File: config.mk
export PLATFORM = sky130hd
export DESIGN_NAME = ftp_port_pasv_scanner
export DESIGN_NICKNAME = d
export VERILOG_FILES = /design/src/fpps_pkg.sv /design/src/ftp_port_pasv_scanner.sv /design/src/fpps_scan.sv
export VERILOG_INCLUDE_DIRS = /design/src /design/src/src
export SDC_FILE = /design/constraint.sdc
export NUM_CORES = 1
export LEC_CHECK = 0
export BUFFER_PORTS_ARGS = -buffer_cell sky130_fd_sc_hd__buf_4
export CAP_MARGIN = 20
export CORE_AREA = 4 4 190 192
export DETAILED_ROUTE_END_ITERATION = 8
export DIE_AREA = 0 0 194 196
export GPL_TIMING_DRIVEN = 0
export PLACE_DENSITY = 0.62
export SYNTH_ARGS = -nofsm -noshare
export SYNTH_HDL_FRONTEND = slang
export SYNTH_HIERARCHICAL = 1
export SYNTH_SLANG_ARGS = --single-unit
File: constraint.sdc
create_clock -name clk -period 7.95 [get_ports clk]
set_clock_uncertainty 0.05 [all_clocks]
set_input_delay 1.59 -clock clk [delete_from_list [all_inputs] [get_ports clk]]
set_output_delay 1.59 -clock clk [all_outputs]
set_load 0.02 [all_outputs]
File: src/ftp_port_pasv_scanner_defines.svh
// assertion macros for the ftp port/pasv scanner
`ifndef FTP_PORT_PASV_SCANNER_DEFINES_SVH
`define FTP_PORT_PASV_SCANNER_DEFINES_SVH

// property checked on every clock outside reset
`define FPPS_CHECK(label, prop, msg) \
	label: assert property (@(posedge clk) disable iff (!arst_n) (prop)) else $error(msg);

// consequent checked in the cycle after the antecedent
`define FPPS_CHECK_NEXT(label, ante, cons, msg) \
	label: assert property (@(posedge clk) disable iff (!arst_n) (ante) |=> (cons)) \
		else $error(msg);

`endif

File: src/fpps_pkg.sv
// types, pattern tables and match helpers for the ftp port/pasv scanner
package fpps_pkg;

	typedef enum logic [1:0] {
		KIND_NONE  = 2'd0,
		KIND_PASV  = 2'd1,
		KIND_PORT  = 2'd2,
		KIND_REPLY = 2'd3
	} kind_t;

	typedef struct packed {
		logic [7:0] payload_byte;
		logic       from_server;
		logic       established;
		logic       last_byte;
	} item_t;

	typedef struct packed {
		kind_t       kind;
		logic [31:0] address;
		logic [15:0] port;
		logic [15:0] text_start;
		logic [15:0] text_end;
		logic        pasv_pending;
	} result_t;

	localparam int SRV_DEPTH  = 27;
	localparam int CLI_DEPTH  = 5;
	localparam int PASV_DEPTH = 6;
	localparam int NUM_COUNT  = 6;

	localparam logic [4:0] SRV_LEN    = 5'(SRV_DEPTH);
	localparam logic [4:0] CLI_LEN    = 5'(CLI_DEPTH);
	localparam logic [2:0] PASV_LEN   = 3'(PASV_DEPTH);
	localparam logic [4:0] IN_NUMBERS = 5'd31;
	localparam logic [2:0] LAST_NUM   = 3'(NUM_COUNT - 1);

	localparam logic [7:0] CHAR_CR    = 8'h0d;
	localparam logic [7:0] CHAR_LF    = 8'h0a;
	localparam logic [7:0] CHAR_COMMA = 8'h2c;
	localparam logic [7:0] CHAR_CLOSE = 8'h29;
	localparam logic [7:0] CHAR_ZERO  = 8'h30;
	localparam logic [7:0] CHAR_NINE  = 8'h39;

	// patterns are stored lower case, the byte is folded before compare
	localparam logic [7:0] SRV_PAT [SRV_DEPTH] = '{
		"2", "2", "7", " ", "e", "n", "t", "e", "r", "i", "n", "g", " ", "p",
		"a", "s", "s", "i", "v", "e", " ", "m", "o", "d", "e", " ", "("
	};
	localparam logic [7:0] CLI_PAT [CLI_DEPTH] = '{"p", "o", "r", "t", " "};
	localparam logic [7:0] PASV_PAT [PASV_DEPTH] = '{"p", "a", "s", "v", CHAR_CR, CHAR_LF};

	function automatic logic [7:0] fold(input logic [7:0] c);
		logic [7:0] r;
		r = c;
		if (c >= "A" && c <= "Z") begin
			r = c + 8'd32;
		end
		return r;
	endfunction

	// "227 ..." only overlaps itself in its leading "22"
	function automatic logic [4:0] adv_srv(input logic [4:0] j, input logic [7:0] c);
		logic [4:0] jj;
		logic [4:0] r;
		jj = (j < SRV_LEN) ? j : 5'd0;
		if (SRV_PAT[jj] == c) begin
			r = jj + 5'd1;
		end else if (jj == 5'd2 && c == SRV_PAT[0]) begin
			r = 5'd2;
		end else if (c == SRV_PAT[0]) begin
			r = 5'd1;
		end else begin
			r = 5'd0;
		end
		return r;
	endfunction

	function automatic logic [4:0] adv_cli(input logic [4:0] j, input logic [7:0] c);
		logic [2:0] jj;
		logic [4:0] r;
		jj = (j < CLI_LEN) ? j[2:0] : 3'd0;
		if (CLI_PAT[jj] == c) begin
			r = {2'b00, jj} + 5'd1;
		end else if (c == CLI_PAT[0]) begin
			r = 5'd1;
		end else begin
			r = 5'd0;
		end
		return r;
	endfunction

	function automatic logic [2:0] adv_pasv(input logic [2:0] j, input logic [7:0] c);
		logic [2:0] jj;
		logic [2:0] r;
		jj = (j < PASV_LEN) ? j : 3'd0;
		if (PASV_PAT[jj] == c) begin
			r = jj + 3'd1;
		end else if (c == PASV_PAT[0]) begin
			r = 3'd1;
		end else begin
			r = 3'd0;
		end
		return r;
	endfunction

endpackage

File: src/ftp_port_pasv_scanner.sv
// top level of the ftp control-channel port/pasv scanner
// Scans one FTP control flow a payload byte per clock and, on the last byte of
// each packet, hands out one result: PASV seen, PORT parsed, 227 reply parsed or
// none, with the address, port and text offsets. Bytes are taken back to back at
// one per clock while the input does not stall; a byte is held in the input
// register while the match state is updated and, on the last byte, the result is
// loaded into the output register, from which it is offered. The input stalls
// only when a last byte is waiting and the output register is still held by the
// previous result.
module ftp_port_pasv_scanner (
	input  logic              clk,
	input  logic              arst_n,
	input  logic              item_valid,
	output logic              item_stall,
	input  fpps_pkg::item_t   item,
	output logic              result_valid,
	input  logic              result_stall,
	output fpps_pkg::result_t result
);
	import fpps_pkg::*;
	`include "ftp_port_pasv_scanner_defines.svh"

	item_t   item_s1;
	logic    valid_s1;
	logic    fire_s1;
	logic    out_free;
	logic    accept;
	result_t scan_res;
	result_t result_q;
	logic    result_valid_q;

	assign out_free   = !result_valid_q || !result_stall;
	assign fire_s1    = valid_s1 && (!item_s1.last_byte || out_free);
	assign item_stall = valid_s1 && !fire_s1;
	assign accept     = item_valid && !item_stall;

	fpps_scan u_scan (
		.clk    (clk),
		.arst_n (arst_n),
		.en     (fire_s1),
		.item   (item_s1),
		.res    (scan_res)
	);

	always_ff @(posedge clk or negedge arst_n) begin
		if (!arst_n) begin
			valid_s1       <= 1'b0;
			result_valid_q <= 1'b0;
		end else begin
			if (accept) begin
				valid_s1 <= 1'b1;
			end else if (fire_s1) begin
				valid_s1 <= 1'b0;
			end
			if (fire_s1 && item_s1.last_byte) begin
				result_valid_q <= 1'b1;
			end else if (!result_stall) begin
				result_valid_q <= 1'b0;
			end
		end
	end

	// payload registers, no reset needed
	always_ff @(posedge clk) begin
		if (accept) begin
			item_s1 <= item;
		end
		if (fire_s1 && item_s1.last_byte) begin
			result_q <= scan_res;
		end
	end

	assign result_valid = result_valid_q;
	assign result       = result_q;

	`FPPS_CHECK(a_stall_has_item, !item_stall || valid_s1, "input stalled with empty stage")
	`FPPS_CHECK(a_empty_fields,
		!result_valid || result.kind == KIND_PORT || result.kind == KIND_REPLY
		|| (result.address == 32'd0 && result.port == 16'd0 && result.text_start == 16'd0
		&& result.text_end == 16'd0), "address fields set on a result without address")
	`FPPS_CHECK(a_pasv_sets_flag, !result_valid || result.kind != KIND_PASV
		|| result.pasv_pending, "pasv result without pending flag")
	`FPPS_CHECK(a_reply_clears_flag, !result_valid || result.kind != KIND_REPLY
		|| !result.pasv_pending, "reply result left pending flag set")
	`FPPS_CHECK_NEXT(a_last_loads_result, fire_s1 && item_s1.last_byte, result_valid,
		"last byte did not produce a result")

endmodule

File: src/fpps_scan.sv
// per-flow scan state and byte-at-a-time match logic
module fpps_scan (
	input  logic             clk,
	input  logic             arst_n,
	input  logic             en,
	input  fpps_pkg::item_t  item,
	output fpps_pkg::result_t res
);
	import fpps_pkg::*;

	logic        flag_q, flag_d;
	logic [15:0] offset_q, offset_d;
	logic [4:0]  prefix_q, prefix_d;
	logic [2:0]  pasv_pos_q, pasv_pos_d;
	logic [2:0]  idx_q, idx_d;
	logic [7:0]  acc_q, acc_d;
	logic [7:0]  nums_q [NUM_COUNT];
	logic [7:0]  nums_d [NUM_COUNT];
	kind_t       found_q, found_d;
	logic [15:0] start_q, start_d;
	logic [15:0] end_q, end_d;

	logic [7:0]  raw;
	logic [7:0]  c;
	logic        srv;
	logic        in_num;
	logic        digit;
	logic [7:0]  sep;
	logic [7:0]  acc_x10;
	logic [4:0]  j;
	logic [4:0]  pos;
	logic        full;
	kind_t       kind;

	assign raw     = item.payload_byte;
	assign c       = fold(item.payload_byte);
	assign srv     = item.from_server;
	assign in_num  = (prefix_q == IN_NUMBERS);
	assign digit   = (raw >= CHAR_ZERO) && (raw <= CHAR_NINE);
	assign sep     = (idx_q < LAST_NUM) ? CHAR_COMMA : (srv ? CHAR_CLOSE : CHAR_CR);
	assign acc_x10 = {acc_q[4:0], 3'b000} + {acc_q[6:0], 1'b0};
	assign j       = in_num ? 5'd0 : prefix_q;
	assign pos     = srv ? adv_srv(j, c) : adv_cli(j, c);
	assign full    = srv ? (pos == SRV_LEN) : (pos == CLI_LEN);

	always_comb begin
		flag_d     = flag_q;
		offset_d   = offset_q + 16'd1;
		prefix_d   = prefix_q;
		pasv_pos_d = pasv_pos_q;
		idx_d      = idx_q;
		acc_d      = acc_q;
		nums_d     = nums_q;
		found_d    = found_q;
		start_d    = start_q;
		end_d      = end_q;
		kind       = KIND_NONE;

		if (pasv_pos_q < PASV_LEN) begin
			pasv_pos_d = adv_pasv(pasv_pos_q, c);
		end

		if (found_q == KIND_NONE) begin
			if (in_num && digit) begin
				acc_d = acc_x10 + (raw - CHAR_ZERO);
			end else if (in_num && idx_q <= LAST_NUM && raw == sep) begin
				nums_d[idx_q] = acc_q;
				acc_d         = 8'd0;
				if (idx_q == LAST_NUM) begin
					found_d  = srv ? KIND_REPLY : KIND_PORT;
					end_d    = offset_q;
					prefix_d = 5'd0;
				end else begin
					idx_d = idx_q + 3'd1;
				end
			end else if (full) begin
				// prefix complete, number fields follow
				prefix_d = IN_NUMBERS;
				idx_d    = 3'd0;
				acc_d    = 8'd0;
				start_d  = offset_q + 16'd1;
			end else begin
				prefix_d = pos;
			end
		end

		// kind and flag are only decided on the last byte of a packet
		if (item.last_byte && item.established) begin
			if (!srv) begin
				if (pasv_pos_d == PASV_LEN) begin
					kind   = KIND_PASV;
					flag_d = 1'b1;
				end else if (found_d == KIND_PORT) begin
					kind = KIND_PORT;
				end
			end else if (flag_q && found_d == KIND_REPLY) begin
				kind   = KIND_REPLY;
				flag_d = 1'b0;
			end
		end

		res.kind         = kind;
		res.pasv_pending = flag_d;
		if (kind == KIND_PORT || kind == KIND_REPLY) begin
			res.address    = {nums_d[3], nums_d[2], nums_d[1], nums_d[0]};
			res.port       = {nums_d[5], nums_d[4]};
			res.text_start = start_d;
			res.text_end   = end_d;
		end else begin
			res.address    = 32'd0;
			res.port       = 16'd0;
			res.text_start = 16'd0;
			res.text_end   = 16'd0;
		end

		// end of packet: flag persists, everything else starts over
		if (item.last_byte) begin
			if (!item.established) begin
				flag_d = flag_q;
			end
			offset_d   = 16'd0;
			prefix_d   = 5'd0;
			pasv_pos_d = 3'd0;
			idx_d      = 3'd0;
			acc_d      = 8'd0;
			for (int i = 0; i < NUM_COUNT; i++) begin
				nums_d[i] = 8'd0;
			end
			found_d = KIND_NONE;
			start_d = 16'd0;
			end_d   = 16'd0;
		end
	end

	always_ff @(posedge clk or negedge arst_n) begin
		if (!arst_n) begin
			flag_q     <= 1'b0;
			offset_q   <= 16'd0;
			prefix_q   <= 5'd0;
			pasv_pos_q <= 3'd0;
			idx_q      <= 3'd0;
			acc_q      <= 8'd0;
			for (int i = 0; i < NUM_COUNT; i++) begin
				nums_q[i] <= 8'd0;
			end
			found_q <= KIND_NONE;
			start_q <= 16'd0;
			end_q   <= 16'd0;
		end else if (en) begin
			flag_q     <= flag_d;
			offset_q   <= offset_d;
			prefix_q   <= prefix_d;
			pasv_pos_q <= pasv_pos_d;
			idx_q      <= idx_d;
			acc_q      <= acc_d;
			nums_q     <= nums_d;
			found_q    <= found_d;
			start_q    <= start_d;
			end_q      <= end_d;
		end
	end

endmodule
==> run summary <==
The run finished with clean final reports. The dominant synthesized flop cell is sky130_fd_sc_hd__dfrtp_1. In this run the mean area of a mapped cell was 10.2 µm². The number of flops mapped to enable cells by yosys is 94. For this run, the number of Yosys warnings is 6.

Subtracting the final worst setup slack from the clock period gives 4760 ps. Max-cap violations in this run came to 0. The final layout net count is 1341.

The data required time of the worst path came out at 8170 ps. The number of instances on the worst hold path came out at 1. For the final routed database, the setup TNS stands at 0 ps. The number of rows in the core area is 68. The initial antenna violation count is 0. The number of max-slew violations in the final report was 0.

In this run the remaining antenna-violating nets after routing total 0. The largest net degree at the start of global routing came out at 80. The highest net fanout along the worst path came out at 10.

The cell leakage power is 0.00551 µW. Of all flip-flops after synthesis, the portion carrying an async set or reset was 56.1%. The worst setup slack before clock tree synthesis is 3370 ps. The number of H-tree levels is 1. The antenna diode count is 0. The count of buffers added on input and output ports is 99.

The flip-flop and latch count after synthesis is 214. Clock-pin slew was measured on the worst setup and hold paths at 60 ps. Dividing the detail-routed via count by the number of cells gives 5.51. The wire length per cell is 18.9 µm. From synthesis to final layout, the design area changed by 19.2%.

Measured along the x axis, the die boundary spans 194 µm. In the synthesized netlist, the cells that appear most often are sky130_fd_sc_hd__nand2_1, sky130_fd_sc_hd__dfrtp_1, sky130_fd_sc_hd__a21oi_1. Power spread over the standard cell area amounts to 213 mW/mm². After synthesis, flip-flops and latches occupy 49.0% of the total area.

The largest total area in the synthesized netlist belongs to sky130_fd_sc_hd__dfrtp_1. The clock tree root buffer cell is sky130_fd_sc_hd__clkbuf_16. The initial core utilization is 34.6%. The depth of the worst register-to-register path is 16. The first-pass detailed-route iteration total is 5.

The number of design-rule violations left by the first detailed-router iteration is 974. The routed via count came out at 9756. The arrival time at the worst endpoint came out at 4980 ps. The synthesized netlist net count came out at 1211. The mapped netlist covers 0.0119 mm². The number of hold buffers added after CTS is 0. The CTS sink count came out at 214. The number of unique standard cell types used by synthesis is 81. The count of instances resized after the clock tree is built is 0. The category of the worst setup path capture point is a flip-flop. The total setup buffers inserted after CTS came out at 0. Measured against its own limit, the worst slew margin works out to 32.9%. The final estimated routing congestion in global placement came out at 0.860. The worst path meets setup with 3190 ps of slack. The die covers 0.0380 mm².

The global-route usage over all layers is 17.0%. The synthesized instance count came out at 1166. The remaining global-route overflow came out at 0. The core region area came out at 0.0344 mm². The overall power after layout is 3020 µW. In this run the deepest clock path goes through 3 buffers. The TritonCTS clock tree is built. Yosys attributes the largest share of cell area to sky130_fd_sc_hd__dfrtp_1, sky130_fd_sc_hd__edfxtp_1, sky130_fd_sc_hd__nand2_1.

The class of the tightest hold or removal check is reg2reg. Clock latency on the worst-skew pair, taken at its later pin, is 530 ps. The vertical extent of the die is 196 µm.

The first global-routing pass estimated 53300 µm of wire. The number of buffers inserted during clock tree synthesis came out at 26. Detailed placement finished with a half-perimeter wire length of 23400 µm.

The area share of the leading cell type in the synthesized netlist came out at 25.2%. The share of cells above drive strength 1 came out at 16.3%. 100 I/O pins were placed. The final setup violation count came out at 0. Setup repair after global routing left no endpoint under its margin.

The via count of the first global-routing pass came out at 9443. The total wire length after detailed routing came out at 33500 µm. By startpoint and endpoint, the worst setup path is classified as reg2reg. The hold violation total from the final report came to 0.

The share of the clock period used by the worst path after layout is 59.9%. The highest clock frequency the design can meet is 210 MHz. The most common cell in the synthesized netlist is sky130_fd_sc_hd__nand2_1.

At the pin with the least slew margin, the transition time is 997 ps. IR analysis of the VDD net gives a maximum drop of 0.158 mV. STA classifies the critical path startpoint as a flip-flop. After detailed routing, the number of remaining DRC violations is 0.
## sequential cells by signal, indices dropped and copies added (netlist names)
signal,count
result,83
u_scan/nums_q,48
u_scan/end_q,16
u_scan/offset_q,16
u_scan/start_q,16
item_s1,11
u_scan/acc_q,8
u_scan/prefix_q,5
u_scan/idx_q,3
u_scan/pasv_pos_q,3
u_scan/found_q,2
result_valid,1
u_scan/flag_q,1
valid_s1,1
## path summary, 6_finish.rpt
path / endpoint / slack, ps / from
setup / recovery: result[20] / 3190 / u_scan/prefix_q[2]
hold / removal: u_scan/nums_q[12] / 440 / u_scan/nums_q[12]
setup reg to reg: result[20] / 3190 / u_scan/prefix_q[2]
hold reg to reg: u_scan/nums_q[12] / 440 / u_scan/nums_q[12]
max in group asynchronous: valid_s1 / 6140 / arst_n
min in group asynchronous: u_scan/end_q[13] / 930 / arst_n
## through the flow
step / util, % / area, µm² / hold WS (ps) / std cells
3_5_place_dp: 38.7 / 13300 / 424 / 1723
5_1_grt: 41.3 / 14200 / 453 / 1771
4_1_cts: 41.3 / 14200 / 441 / 1771
3_3_place_gp: 38.4 / 13200 / 420 / 1720
6_report: 41.3 / 14200 / 437 / 1771
2_1_floorplan: - / 11900 / 406 / 1166
## cells by family after synthesis
group / share of synthesized area [%]
mux: 1.01
flops: 49.0
simple gates: 14.9
xor+xnor: 2.58
fa+ha+maj: 3.47
compound gates: 23.8
buf+inv: 5.30
## layout make-up
type                    instances  area, µm²
plain buffers                  94        477
clock buffers                  36        729
clock inverters                12        161
fillers                      3332      20200
inverters                      41        154
multi-input cells             817       5450
flip-flops and latches        214       5830
well taps                     455        569
repair buffers                102        815
## layer usage
layer / wire [µm] / up-vias / share of wire (%) / track usage (%)
li1: - / 4565 / - / -
met5: 0 / - / 0 / 0
met2: 15700 / 329 / 47 / 27.6
met4: 810 / 0 / 2.4 / 4.06
met1: 15000 / 4811 / 45 / 24.0
met3: 1970 / 51 / 5.9 / 2.73
## cell usage in the layout (no fill, tap or decap), types with 12 or more instances in the layout
cell	Yosys	routed
sky130_fd_sc_hd__nand2_1	174	174
sky130_fd_sc_hd__dfrtp_1	120	120
sky130_fd_sc_hd__buf_4	12	110
sky130_fd_sc_hd__a21oi_1	96	95
sky130_fd_sc_hd__edfxtp_1	94	94
sky130_fd_sc_hd__o2bb2ai_1	74	74
sky130_fd_sc_hd__clkbuf_1	55	62
sky130_fd_sc_hd__a21boi_0	48	48
sky130_fd_sc_hd__inv_1	39	39
sky130_fd_sc_hd__nor2_1	37	37
sky130_fd_sc_hd__o21ai_0	34	34
sky130_fd_sc_hd__nand3_1	28	28
sky130_fd_sc_hd__clkbuf_16	0	27
sky130_fd_sc_hd__ha_1	25	25
sky130_fd_sc_hd__xnor2_1	22	22
sky130_fd_sc_hd__nor2b_1	17	17
sky130_fd_sc_hd__o21ai_1	16	16
sky130_fd_sc_hd__a22oi_1	16	16
sky130_fd_sc_hd__buf_2	15	15
sky130_fd_sc_hd__nor3_1	15	15
sky130_fd_sc_hd__o211a_1	15	15
sky130_fd_sc_hd__xor2_1	13	13
sky130_fd_sc_hd__a22o_1	13	13
sky130_fd_sc_hd__mux2i_1	12	12
## worst max-delay path: stages (launching register included)
cell                       delay (ps)
sky130_fd_sc_hd__dfrtp_1          310
sky130_fd_sc_hd__buf_2            220
sky130_fd_sc_hd__buf_2            250
sky130_fd_sc_hd__buf_2            230
sky130_fd_sc_hd__nor2_1            50
sky130_fd_sc_hd__o21ai_0          450
sky130_fd_sc_hd__ha_1             330
sky130_fd_sc_hd__a21bo_1          240
sky130_fd_sc_hd__a211oi_1         270
sky130_fd_sc_hd__a211oi_2         120
sky130_fd_sc_hd__xnor2_1          170
sky130_fd_sc_hd__nor4_4           420
sky130_fd_sc_hd__a31oi_1          250
sky130_fd_sc_hd__o211ai_4         360
sky130_fd_sc_hd__buf_6            220
sky130_fd_sc_hd__nor3_1            70
sky130_fd_sc_hd__a211oi_1         470
## where the power goes
part	internal, µW	switching (µW)	leakage, µW
logic	176	261	0.00260
clock network	768	464	0.000439
registers	1280	69.2	0.00247
(Power assumes the default switching activity.)
